===== src/rtl/spc_pkg.sv =====
package spc_pkg;

	// field and register widths
	localparam int COUNT_BITS      = 16;
	localparam int SHIFT_BITS      = 4;
	localparam int COLOR_BITS      = 8;
	localparam int PIXEL_BITS      = 3 * COLOR_BITS;
	localparam int CFG_INDEX_BITS  = 1;
	localparam int CFG_DATA_BITS   = 16;
	localparam int MAX_ITER_RESET  = 100;

	// fixed-point formats
	localparam int PHASE_FRACTION_BITS = 16;
	localparam int SINE_TABLE_DEPTH    = 1024;
	localparam int SINE_ADDR_BITS      = $clog2(SINE_TABLE_DEPTH);
	localparam int QUARTER_DEPTH       = SINE_TABLE_DEPTH / 4;
	localparam int QUARTER_BITS        = SINE_ADDR_BITS - 2;
	localparam int DIV_STEPS           = COUNT_BITS + PHASE_FRACTION_BITS;
	localparam int REM_BITS            = COUNT_BITS + 1;
	localparam int NUM_CHANNELS        = 3;

	localparam logic [63:0] Q30_ONE     = 64'd1073741824;
	localparam logic [63:0] HALF_PI_Q30 = 64'd1686629713;

	typedef logic [PHASE_FRACTION_BITS-1:0] phase_t;
	typedef logic [COLOR_BITS-1:0]          color_t;
	typedef phase_t                         shift_rom_t [1 << SHIFT_BITS];
	typedef color_t                         sine_rom_t [QUARTER_DEPTH];

	typedef enum logic [CFG_INDEX_BITS-1:0] {
		CFG_MAX_ITER      = 1'b0,
		CFG_PALETTE_SHIFT = 1'b1
	} cfg_reg_t;

	// quarter turn and the green/blue channel offsets, in turns
	localparam phase_t QUARTER_TURN = phase_t'(64'd1 << (PHASE_FRACTION_BITS - 2));
	localparam phase_t GREEN_OFFSET =
		phase_t'(((64'd3333 << PHASE_FRACTION_BITS) + 64'd5000) / 64'd10000);
	localparam phase_t BLUE_OFFSET =
		phase_t'(((64'd6666 << PHASE_FRACTION_BITS) + 64'd5000) / 64'd10000);

	// shift * 0.1 turn, rounded, kept modulo one turn
	function automatic shift_rom_t build_shift_rom();
		shift_rom_t rom;
		for (int i = 0; i < (1 << SHIFT_BITS); i++) begin
			rom[i] = phase_t'(((64'(i) << PHASE_FRACTION_BITS) + 64'd5) / 64'd10);
		end
		return rom;
	endfunction

	localparam shift_rom_t SHIFT_ROM = build_shift_rom();

	// taylor term step: divide by (k+1)*(k+2)
	function automatic logic [63:0] series_div(logic [63:0] v, int k);
		logic [63:0] res;
		case (k)
			1:       res = v / 64'd6;
			3:       res = v / 64'd20;
			5:       res = v / 64'd42;
			7:       res = v / 64'd72;
			9:       res = v / 64'd110;
			11:      res = v / 64'd156;
			13:      res = v / 64'd210;
			15:      res = v / 64'd272;
			17:      res = v / 64'd342;
			19:      res = v / 64'd420;
			21:      res = v / 64'd506;
			23:      res = v / 64'd600;
			25:      res = v / 64'd702;
			27:      res = v / 64'd812;
			29:      res = v / 64'd930;
			31:      res = v / 64'd1056;
			33:      res = v / 64'd1190;
			35:      res = v / 64'd1332;
			37:      res = v / 64'd1482;
			39:      res = v / 64'd1640;
			default: res = 64'd0;
		endcase
		return res;
	endfunction

	// sin(num/depth * pi/2) in q30, clamped to [0, 1]
	function automatic logic [63:0] quarter_sine(logic [63:0] num);
		logic [63:0] x;
		logic [63:0] x2;
		logic [63:0] term;
		longint      sum;
		bit          neg;
		bit          active;
		x      = (num * HALF_PI_Q30) / 64'(SINE_TABLE_DEPTH);
		x2     = (x * x) >> 30;
		term   = x;
		sum    = 0;
		neg    = 1'b0;
		active = 1'b1;
		for (int k = 1; k < 40; k += 2) begin
			if (active) begin
				if (term == 64'd0) begin
					active = 1'b0;
				end else begin
					if (neg)
						sum = sum - longint'(term);
					else
						sum = sum + longint'(term);
					term = series_div((term * x2) >> 30, k);
					neg  = !neg;
				end
			end
		end
		if (sum < 0)
			sum = 0;
		if (sum > longint'(Q30_ONE))
			sum = longint'(Q30_ONE);
		return 64'(sum);
	endfunction

	// palette entry for quarter-wave argument a, negated half when neg
	function automatic color_t sine_entry(int unsigned a, bit neg);
		longint      s;
		logic [63:0] v;
		s = longint'(quarter_sine(64'(a) * 64'd4));
		if (neg)
			s = -s;
		v = (64'(s + longint'(Q30_ONE)) * 64'd255) >> 31;
		if (v > 64'd255)
			v = 64'd255;
		return color_t'(v);
	endfunction

	function automatic sine_rom_t build_sine_rom(bit neg);
		sine_rom_t rom;
		for (int a = 0; a < QUARTER_DEPTH; a++) begin
			rom[a] = sine_entry(a, neg);
		end
		return rom;
	endfunction

	localparam sine_rom_t SINE_POS_ROM  = build_sine_rom(1'b0);
	localparam sine_rom_t SINE_NEG_ROM  = build_sine_rom(1'b1);
	localparam color_t    SINE_POS_PEAK = sine_entry(QUARTER_DEPTH, 1'b0);
	localparam color_t    SINE_NEG_PEAK = sine_entry(QUARTER_DEPTH, 1'b1);

endpackage


===== src/rtl/sine_palette_colorizer.sv =====
// channel  | signals                                  | direction | transfer when
// ---------+------------------------------------------+-----------+----------------------
// input    | in_valid, in_stall, iteration_count      | in        | in_valid & !in_stall
// output   | out_valid, out_stall, pixel_color        | out       | out_valid & !out_stall
// config   | cfg_valid, cfg_ready, cfg_index, cfg_data | in        | cfg_valid & cfg_ready
//
// one pixel per clock sustained while the output is not stalled; an input register feeds
// the bit-per-stage restoring divider for count / max_iterations, then phase, address, color.
// arst_n clears all valid bits and loads max_iterations = 100, palette_shift = 0.
// the whole pipe holds, bubbles included, while the output register is full and stalled;
// in_stall is high in exactly those cycles. config is taken every cycle (cfg_ready = 1).
module sine_palette_colorizer import spc_pkg::*; (
	input  logic                       clk,
	input  logic                       arst_n,
	input  logic                       in_valid,
	output logic                       in_stall,
	input  logic [COUNT_BITS-1:0]      iteration_count,
	output logic                       out_valid,
	input  logic                       out_stall,
	output logic [PIXEL_BITS-1:0]      pixel_color,
	input  logic                       cfg_valid,
	output logic                       cfg_ready,
	input  logic [CFG_INDEX_BITS-1:0]  cfg_index,
	input  logic [CFG_DATA_BITS-1:0]   cfg_data
);

	// ------------------------------------------------------------------
	// configuration registers
	// ------------------------------------------------------------------
	logic [COUNT_BITS-1:0] max_iter_q;
	logic [SHIFT_BITS-1:0] shift_q;

	assign cfg_ready = 1'b1;

	always_ff @(posedge clk or negedge arst_n) begin
		if (!arst_n) begin
			max_iter_q <= COUNT_BITS'(MAX_ITER_RESET);
			shift_q    <= '0;
		end else if (cfg_valid && cfg_ready) begin
			unique case (cfg_reg_t'(cfg_index))
				CFG_MAX_ITER:      max_iter_q <= cfg_data[COUNT_BITS-1:0];
				CFG_PALETTE_SHIFT: shift_q    <= cfg_data[SHIFT_BITS-1:0];
				default:           ;
			endcase
		end
	end

	// ------------------------------------------------------------------
	// pipeline advance: everything moves unless a finished pixel is stuck
	// ------------------------------------------------------------------
	logic adv;
	logic col_vld_s;

	assign adv      = !(col_vld_s && out_stall);
	assign in_stall = !adv;

	// ------------------------------------------------------------------
	// divider: entry 0 is the input register, entry k+1 holds the result
	// of quotient bit k. dividend is count << fraction bits, only the low
	// fraction bits of the quotient survive (ratio taken modulo one turn)
	// ------------------------------------------------------------------
	logic                  div_vld_s [DIV_STEPS+1];
	logic                  div_blk_s [DIV_STEPS+1];
	logic [COUNT_BITS-1:0] div_cnt_s [DIV_STEPS+1];
	logic [COUNT_BITS-1:0] div_rem_s [DIV_STEPS+1];
	phase_t                div_quo_s [DIV_STEPS+1];

	logic [COUNT_BITS-1:0] div_rem_nx [DIV_STEPS];
	phase_t                div_quo_nx [DIV_STEPS];

	for (genvar k = 0; k < DIV_STEPS; k++) begin : g_div
		logic                dbit;
		logic [REM_BITS-1:0] trial;
		logic                ge;

		// upper dividend bits come from the count, the rest are zero
		if (k < COUNT_BITS) begin : g_hi
			assign dbit = div_cnt_s[k][COUNT_BITS-1-k];
		end else begin : g_lo
			assign dbit = 1'b0;
		end

		assign trial         = {div_rem_s[k], dbit};
		assign ge            = trial >= {1'b0, max_iter_q};
		assign div_rem_nx[k] = ge ? COUNT_BITS'(trial - {1'b0, max_iter_q})
		                          : trial[COUNT_BITS-1:0];
		assign div_quo_nx[k] = {div_quo_s[k][PHASE_FRACTION_BITS-2:0], ge};
	end

	always_ff @(posedge clk or negedge arst_n) begin
		if (!arst_n) begin
			for (int k = 0; k <= DIV_STEPS; k++) begin
				div_vld_s[k] <= 1'b0;
			end
		end else if (adv) begin
			div_vld_s[0] <= in_valid;
			for (int k = 0; k < DIV_STEPS; k++) begin
				div_vld_s[k+1] <= div_vld_s[k];
			end
		end
	end

	always_ff @(posedge clk) begin
		if (adv) begin
			// interior pixel flagged at entry, rendered black at the end
			div_blk_s[0] <= (iteration_count == max_iter_q);
			div_cnt_s[0] <= iteration_count;
			div_rem_s[0] <= '0;
			div_quo_s[0] <= '0;
			for (int k = 0; k < DIV_STEPS; k++) begin
				div_blk_s[k+1] <= div_blk_s[k];
				div_cnt_s[k+1] <= div_cnt_s[k];
				div_rem_s[k+1] <= div_rem_nx[k];
				div_quo_s[k+1] <= div_quo_nx[k];
			end
		end
	end

	// ------------------------------------------------------------------
	// phase stage: t = ratio + shift*0.1 + 0.25, then the channel offsets
	// ------------------------------------------------------------------
	phase_t ratio;
	phase_t t_base;
	logic   ph_vld_s;
	logic   ph_blk_s;
	phase_t ph_phase_s [NUM_CHANNELS];

	// a zero limit (outside the legal range) gives a ratio of zero
	assign ratio  = (max_iter_q == '0) ? '0 : div_quo_s[DIV_STEPS];
	assign t_base = ratio + SHIFT_ROM[shift_q] + QUARTER_TURN;

	always_ff @(posedge clk or negedge arst_n) begin
		if (!arst_n)
			ph_vld_s <= 1'b0;
		else if (adv)
			ph_vld_s <= div_vld_s[DIV_STEPS];
	end

	always_ff @(posedge clk) begin
		if (adv) begin
			ph_blk_s      <= div_blk_s[DIV_STEPS];
			ph_phase_s[0] <= t_base;
			ph_phase_s[1] <= t_base + GREEN_OFFSET;
			ph_phase_s[2] <= t_base + BLUE_OFFSET;
		end
	end

	// ------------------------------------------------------------------
	// address stage: nearest table index, folded onto a quarter wave
	// ------------------------------------------------------------------
	logic                    ad_vld_s;
	logic                    ad_blk_s;
	logic [QUARTER_BITS-1:0] ad_addr_s [NUM_CHANNELS];
	logic                    ad_neg_s  [NUM_CHANNELS];
	logic                    ad_peak_s [NUM_CHANNELS];

	logic [QUARTER_BITS-1:0] ad_addr_nx [NUM_CHANNELS];
	logic                    ad_neg_nx  [NUM_CHANNELS];
	logic                    ad_peak_nx [NUM_CHANNELS];

	for (genvar c = 0; c < NUM_CHANNELS; c++) begin : g_addr
		logic [PHASE_FRACTION_BITS+SINE_ADDR_BITS:0] scaled;
		logic [SINE_ADDR_BITS-1:0]                   idx;
		logic [1:0]                                  quad;
		logic [QUARTER_BITS-1:0]                     rem;
		logic [QUARTER_BITS:0]                       fold;

		// phase * depth + half lsb, then keep the integer part mod depth
		assign scaled = {1'b0, ph_phase_s[c], {SINE_ADDR_BITS{1'b0}}}
		              + ((PHASE_FRACTION_BITS + SINE_ADDR_BITS + 1)'(1)
		                 << (PHASE_FRACTION_BITS - 1));
		assign idx    = scaled[PHASE_FRACTION_BITS +: SINE_ADDR_BITS];
		assign quad   = idx[SINE_ADDR_BITS-1 -: 2];
		assign rem    = idx[QUARTER_BITS-1:0];
		// second and fourth quarters run the quarter wave backwards
		assign fold   = quad[0] ? ((QUARTER_BITS + 1)'(QUARTER_DEPTH) - {1'b0, rem})
		                        : {1'b0, rem};

		assign ad_addr_nx[c] = fold[QUARTER_BITS-1:0];
		assign ad_peak_nx[c] = fold[QUARTER_BITS];
		assign ad_neg_nx[c]  = quad[1];
	end

	always_ff @(posedge clk or negedge arst_n) begin
		if (!arst_n)
			ad_vld_s <= 1'b0;
		else if (adv)
			ad_vld_s <= ph_vld_s;
	end

	always_ff @(posedge clk) begin
		if (adv) begin
			ad_blk_s <= ph_blk_s;
			for (int c = 0; c < NUM_CHANNELS; c++) begin
				ad_addr_s[c] <= ad_addr_nx[c];
				ad_neg_s[c]  <= ad_neg_nx[c];
				ad_peak_s[c] <= ad_peak_nx[c];
			end
		end
	end

	// ------------------------------------------------------------------
	// color stage: table lookup into the output register
	// ------------------------------------------------------------------
	color_t                  chan [NUM_CHANNELS];
	logic [PIXEL_BITS-1:0]   col_pix_s;

	always_comb begin
		for (int c = 0; c < NUM_CHANNELS; c++) begin
			if (ad_peak_s[c])
				chan[c] = ad_neg_s[c] ? SINE_NEG_PEAK : SINE_POS_PEAK;
			else if (ad_neg_s[c])
				chan[c] = SINE_NEG_ROM[ad_addr_s[c]];
			else
				chan[c] = SINE_POS_ROM[ad_addr_s[c]];
		end
	end

	always_ff @(posedge clk or negedge arst_n) begin
		if (!arst_n)
			col_vld_s <= 1'b0;
		else if (adv)
			col_vld_s <= ad_vld_s;
	end

	always_ff @(posedge clk) begin
		if (adv) begin
			// red high byte, blue low byte; interior is black
			col_pix_s <= ad_blk_s ? '0 : {chan[0], chan[1], chan[2]};
		end
	end

	assign out_valid   = col_vld_s;
	assign pixel_color = col_pix_s;

endmodule

===== config.mk =====
export PLATFORM = sky130hd
export DESIGN_NAME = sine_palette_colorizer
export DESIGN_NICKNAME = d
export VERILOG_FILES = /design/src/rtl/spc_pkg.sv /design/src/rtl/sine_palette_colorizer.sv
export SDC_FILE = /design/constraint.sdc
export NUM_CORES = 2
export LEC_CHECK = 0
export ABC_AREA = 0
export BUFFER_PORTS_ARGS = -buffer_cell sky130_fd_sc_hd__buf_2
export CAP_MARGIN = 20
export CORE_MARGIN = 1
export CORE_UTILIZATION = 40
export CTS_CLUSTER_DIAMETER = 200
export CTS_CLUSTER_SIZE = 8
export DETAILED_ROUTE_END_ITERATION = 7
export PLACE_DENSITY = 0.59
export SETUP_SLACK_MARGIN = 0.1
export SYNTH_ARGS = -nofsm -noshare
export SYNTH_HDL_FRONTEND = slang
export SYNTH_SLANG_ARGS = --single-unit

===== constraint.sdc =====
create_clock -name clk -period 52.8 [get_ports clk]
set_clock_uncertainty 0.15 [all_clocks]
set_input_delay 10.56 -clock clk [delete_from_list [all_inputs] [get_ports clk]]
set_output_delay 10.56 -clock clk [all_outputs]
set_load 0.03 [all_outputs]

[Word level (Yosys, flattened, before mapping)]
Memories as Yosys holds them, arrays and structs flattened. A register that Yosys moved wholly into a read port is not among the register bits.
Index checks and enable logic that the tools add are counted.
Cells by class
  $add $sub $neg: 42
  $lt $le $gt $ge: 36
  bitwise gates (word level): 5
  $mul: 0
  shift operators: 0
  div/mod/pow operators: 0
  equal/unequal tests: 1
  muxes and demuxes: 60
  reduce and logical (&&, ||, !) cells: 5
Operators by type and width (count)
  $mux 16: 35
  $ge 17x16->1: 32
  $sub 16x16->16: 32
  $mux 8: 21
  $add 26x16->26 const B: 3
  $add 16x15->16 const B: 2
  $ge 9x9->1 const B: 3
  $mux 9: 3
  $not 8->9: 3
  $sub 9x8->9 const A: 3
  $add 16x16->16: 1
  $add 16x16->16 const B: 1
  $eq 16x16->1: 1
  $logic_not 16->1: 1
  $ge 5x5->1 const B: 1
  $not 4->5: 1
  $reduce_and 2->1: 2
  $logic_and 1x1->1: 1
  $logic_not 1->1: 1
  $mux 1: 1
  $not 1->1: 1
Storage, ports and cells
  bits in latches: 0
  memories: 15
  input bits: 38
  output and inout bits: 27
  memory bits (read-only): 12544
  register bits after elaboration: 81
  bits in writable memories: 1695
Memories
  (no name shown): words 256, bits a word 8, rd ports 1, clocked after memory_dff 0, write ports 0, line sine_palette_colorizer.sv:215  | chan[c] = SINE_POS_ROM[ad_addr_s[c]];
  (no name shown): words 256, bits a word 8, rd ports 1, clocked after memory_dff 0, write ports 0, line sine_palette_colorizer.sv:213  | chan[c] = SINE_NEG_ROM[ad_addr_s[c]];
  (no name shown): words 256, bits a word 8, rd ports 1, clocked after memory_dff 0, write ports 0, line sine_palette_colorizer.sv:215
  (no name shown): words 256, bits a word 8, rd ports 1, clocked after memory_dff 0, write ports 0, line sine_palette_colorizer.sv:213
  (no name shown): words 256, bits a word 8, rd ports 1, clocked after memory_dff 0, write ports 0, line sine_palette_colorizer.sv:215
  (no name shown): words 256, bits a word 8, rd ports 1, clocked after memory_dff 0, write ports 0, line sine_palette_colorizer.sv:213
  +9 memories

[Longest topological paths before layout]
  depth after elaboration: 7
  depth in mapped cells: 18
  depth with buffers taken out: 17

[Worst setup path after synthesis]
OpenSTA, ideal clock, no wires.
  path kind: input-to-output
  from: input out_stall
  to: output in_stall
  path buffers: 2
  path slack: 1400 ps
  required time: 42090 ps
  cell stages on the path: 4
  arrival: 40690 ps
  cells stage by stage: nand2_1 > clkbuf_1 > clkbuf_1 > inv_1
Between the ends
  word-level cells in the longest chain between the ends: 1
RTL lines
  start: declaration: line sine_palette_colorizer.sv:19  | input logic out_stall,
  $logic_and 1x1->1: line sine_palette_colorizer.sv:54  | assign adv = !(col_vld_s && out_stall);
  end: declaration: line sine_palette_colorizer.sv:16  | output logic in_stall,
Every way passes these cells.

[Worst setup path in the final report]
Ends and elaborated chain as after synthesis.

==> summary.txt <==
Setup path
  • CP top delay family: buffers and inverters
  • Reg2reg start: max_iter_q[1]
  • Worst-path maximum fanout: 62
  • Worst r2r path cells: 17
  • Crit Path Class: input port to primary output
  • CP Cell Sequence: buf_2 -> nand2_4 -> inv_1 -> buf_2
  • Critical path's slowest cell: nand2_4
  • Reg-to-Reg End: ph_phase_s[0][45]
  • Critical Path Stages: 4
  • Worst R2R Setup Slack: 47.08 ns
  • CP arrival: 11.78 ns
  • Critical path capture point type: primary output
  • Most frequent CP cell: buf_2
  • Startpoint types: input port
  • CP max stage delay: 0.56 ns
  • Critical path buffers and inverters: 3
  • WP data required: 42.09 ns

Place
  • Final GP Congestion: 0.8964
  • DP HPWL: 110800 µm
  • Setup WS pre-CTS: 30.18 ns
  • Cells after DPL: 8346
  • Input/output buffers: 63

Clock network
  • Clk Latency, worst-skew pair: 0.78 ns
  • Clock Path Buffers: 3
  • Cts-stage hold buffer count: 0
  • CTS tree: done
  • CTS-repair resized insts: 0
  • CTS root buf: clkbuf_16
  • CTS HTree Levels: 4
  • Setup Buffers After CTS: 0
  • Clock slew at reported path FFs: 0.05 ns
  • Num CTS Buffers: 136
  • Clk sinks: 946

Yosys
  • Post-synth EDFFs: 890
  • Post-Synthesis Cells: 6261
  • Syn_nets: 6909
  • Synth top area cells: edfxtp_1 (41%), ha_1 (11%), mux2_2 (5.5%), a21oi_1 (4.8%), xnor2_1 (3.7%)
  • Top FF cell, synth: edfxtp_1
  • Warnings, synthesis: 0
  • FF+latch count, synth: 946
  • Cell variety after synth: 89
  • Post-synthesis cell area: 65540 µm²
  • Yosys top cell area share: 0.4078
  • Avg Inst Size Synth: 10.47 µm²
  • Most area-hungry cell type in the Yosys netlist: edfxtp_1
  • Asr flop ratio synth: 0.05920
  • Seq/Total Area, Yosys: 0.4292

GRT
  • Initial antenna violation count: 4
  • Total gr overflow: 0
  • Vias in the first global route: 47.02k
  • Global-route wire length before repair: 259300 µm
  • Total GRT Usage: 0.1965
  • Pin count of the biggest net entering global routing: 180

Hold path
  • Worst Hold Endpoint: div_cnt_s[0][102]
  • Hold depth: 0
  • Worst min-delay path startpoint: div_cnt_s[0][86]
  • Hold Crit Class: register to register

Routing
  • 1st-pass router iterations: 6
  • Starting DRT DRC Count: 3611
  • Total Wirelength: 164300 µm
  • Vias per Instance: 5.720
  • Via count: 48.79k
  • Number of remaining DRC errors: 0
  • WL/cell: 19.27 µm
  • Post-DRT Antenna Nets: 0

STA
  • RSZ-0062 raised after global routing: no
  • Period utilization: 0.4259
  • Max-slew headroom: 0.2990
  • Setup-failing EPs final: 0
  • Post-Route Setup TNS: 0 ns
  • Max Fclk: 44.47 MHz
  • Fin. max-slew vios: 0
  • PnR worst setup slack: 30.31 ns
  • Worst-Margin Slew: 1.051 ns
  • Min cycle time layout: 22.49 ns
  • Final hold vios: 0

Finish
  • Commonest non-fill, non-tap cells in the layout: edfxtp_1 (890), a21oi_1 (623), ha_1 (579)
  • Filler Cells Inserted: 15.22k
  • Most common cell after layout, fill and taps aside: edfxtp_1
  • Final nets: 6957
  • Utilization after layout: 0.4435
  • Register area: 28140 µm²
  • Layout area overhead: 10.15%
  • N_diodes: 0
  • Multi-input combinational cell area: 35760 µm²
  • Post-route insts no fill: 8530
  • Layout cells sized above 1: 0.1153

Status
  • Status: finished clean

Floorplanning
  • Rows: 148
  • Chip height: 406.8 µm
  • Ports: 65
  • Core Region: 162800 µm²
  • Die Area: 165500 µm²
  • Die W: 406.8 µm
  • Starting density of the core: 0.4027

Job
  • Maxcap violations: 0
==> worst max-delay path by stage <==
stage / slack [ns] / end / startpoint
global route: 30.11 / in_stall / out_stall
global placement: 30.16 / in_stall / out_stall
CTS: 30.18 / in_stall / out_stall
floorplan: 1.40 / in_stall / out_stall
finish: 30.31 / in_stall / out_stall
detailed placement: 30.18 / in_stall / out_stall
==> Yosys cell counts (all sizes together), types with 22 or more instances <==
cell type    n
a31oi       54
buf         71
or3         30
o21a       112
nand3      125
nand4       69
o211ai      54
a211oi      79
and3        47
o21ai      373
nor3       130
o31a        24
and2        40
dfrtp       53
mux2       335
a21boi      34
mux2i       49
nand2      326
a2111oi     34
fa          31
xor2       123
ha         579
o31ai       54
nor4        24
clkbuf     153
a21oi      624
nand2b      90
a21o       177
xnor2      277
inv        219
a311oi      28
nor2b      117
edfxtp     890
or2         22
nor2       533
a221oi      26
==> flip-flops by register name, summed over array words and instances, names as in the netlist <==
register and cells:
ad_addr_s 24, ad_blk_s 1, ad_neg_s 3, ad_peak_s 3
ad_vld_s 1, div_blk_s 33, div_cnt_s 136, div_quo_s 136
div_rem_s 496, div_vld_s 33, max_iter_q 16, out_valid 1
ph_blk_s 1, ph_phase_s 33, ph_vld_s 1, pixel_color 24
shift_q 4
==> worst register-to-register path, cell delays in order, from the launching register on <==
cell and delay, ns:
dfrtp_4 0.56, nor4_1 0.27, nand4_1 0.13, buf_4 0.21
nor2_1 0.77, nor2b_1 0.12, ha_1 0.33, ha_1 0.22
inv_1 0.08, fa_1 0.44, nand2b_1 0.19, a21oi_1 0.16
xor2_1 0.50, o31ai_1 0.25, a31oi_1 0.43, o21a_1 0.28
o21ai_0 0.15, xor2_1 0.21
==> cells by family after synthesis <==
| logic type | count (synthesis) | share of synthesized area |
|---|---|---|
| other | 1 | 0.00005722 |
| muxes | 403 | 0.07249 |
| AOI/OAI and AO/OA | 1861 | 0.1822 |
| DFF | 946 | 0.4292 |
| xor gates and xnor gates | 400 | 0.05345 |
| adders and majority gates | 613 | 0.1205 |
| and+or+nand+nor | 1590 | 0.1153 |
| buffers and inverters | 447 | 0.02676 |
==> area by class of cell <==
type | count | area share
timing repair buffer | 134 | 0.01192
clock buffer | 171 | 0.04984
multi-input combinational | 4868 | 0.4953
sequential | 946 | 0.3898
inverter | 223 | 0.01159
clock inverter | 13 | 0.003917
tap | 2175 | 0.03769
==> layer usage <==
metal | routed length [µm] | GRT usage
met1 | 77110 | 0.2731
met2 | 75890 | 0.3188
met3 | 7692 | 0.02615
met4 | 3660 | 0.05586
met5 | 0 | 0
==> metrics by stage <==
stage | hold WS, ns | area, µm²
floorplan | 0.2503 | 65540
global placement | 0.2505 | 68310
detailed placement | 0.2545 | 68310
CTS | 0.2334 | 72200
global route | 0.2481 | 72200
finish | 0.2405 | 72200
Power is not shown: default switching activity piles up to over one toggle a cycle in this logic, so the estimate is an artifact.
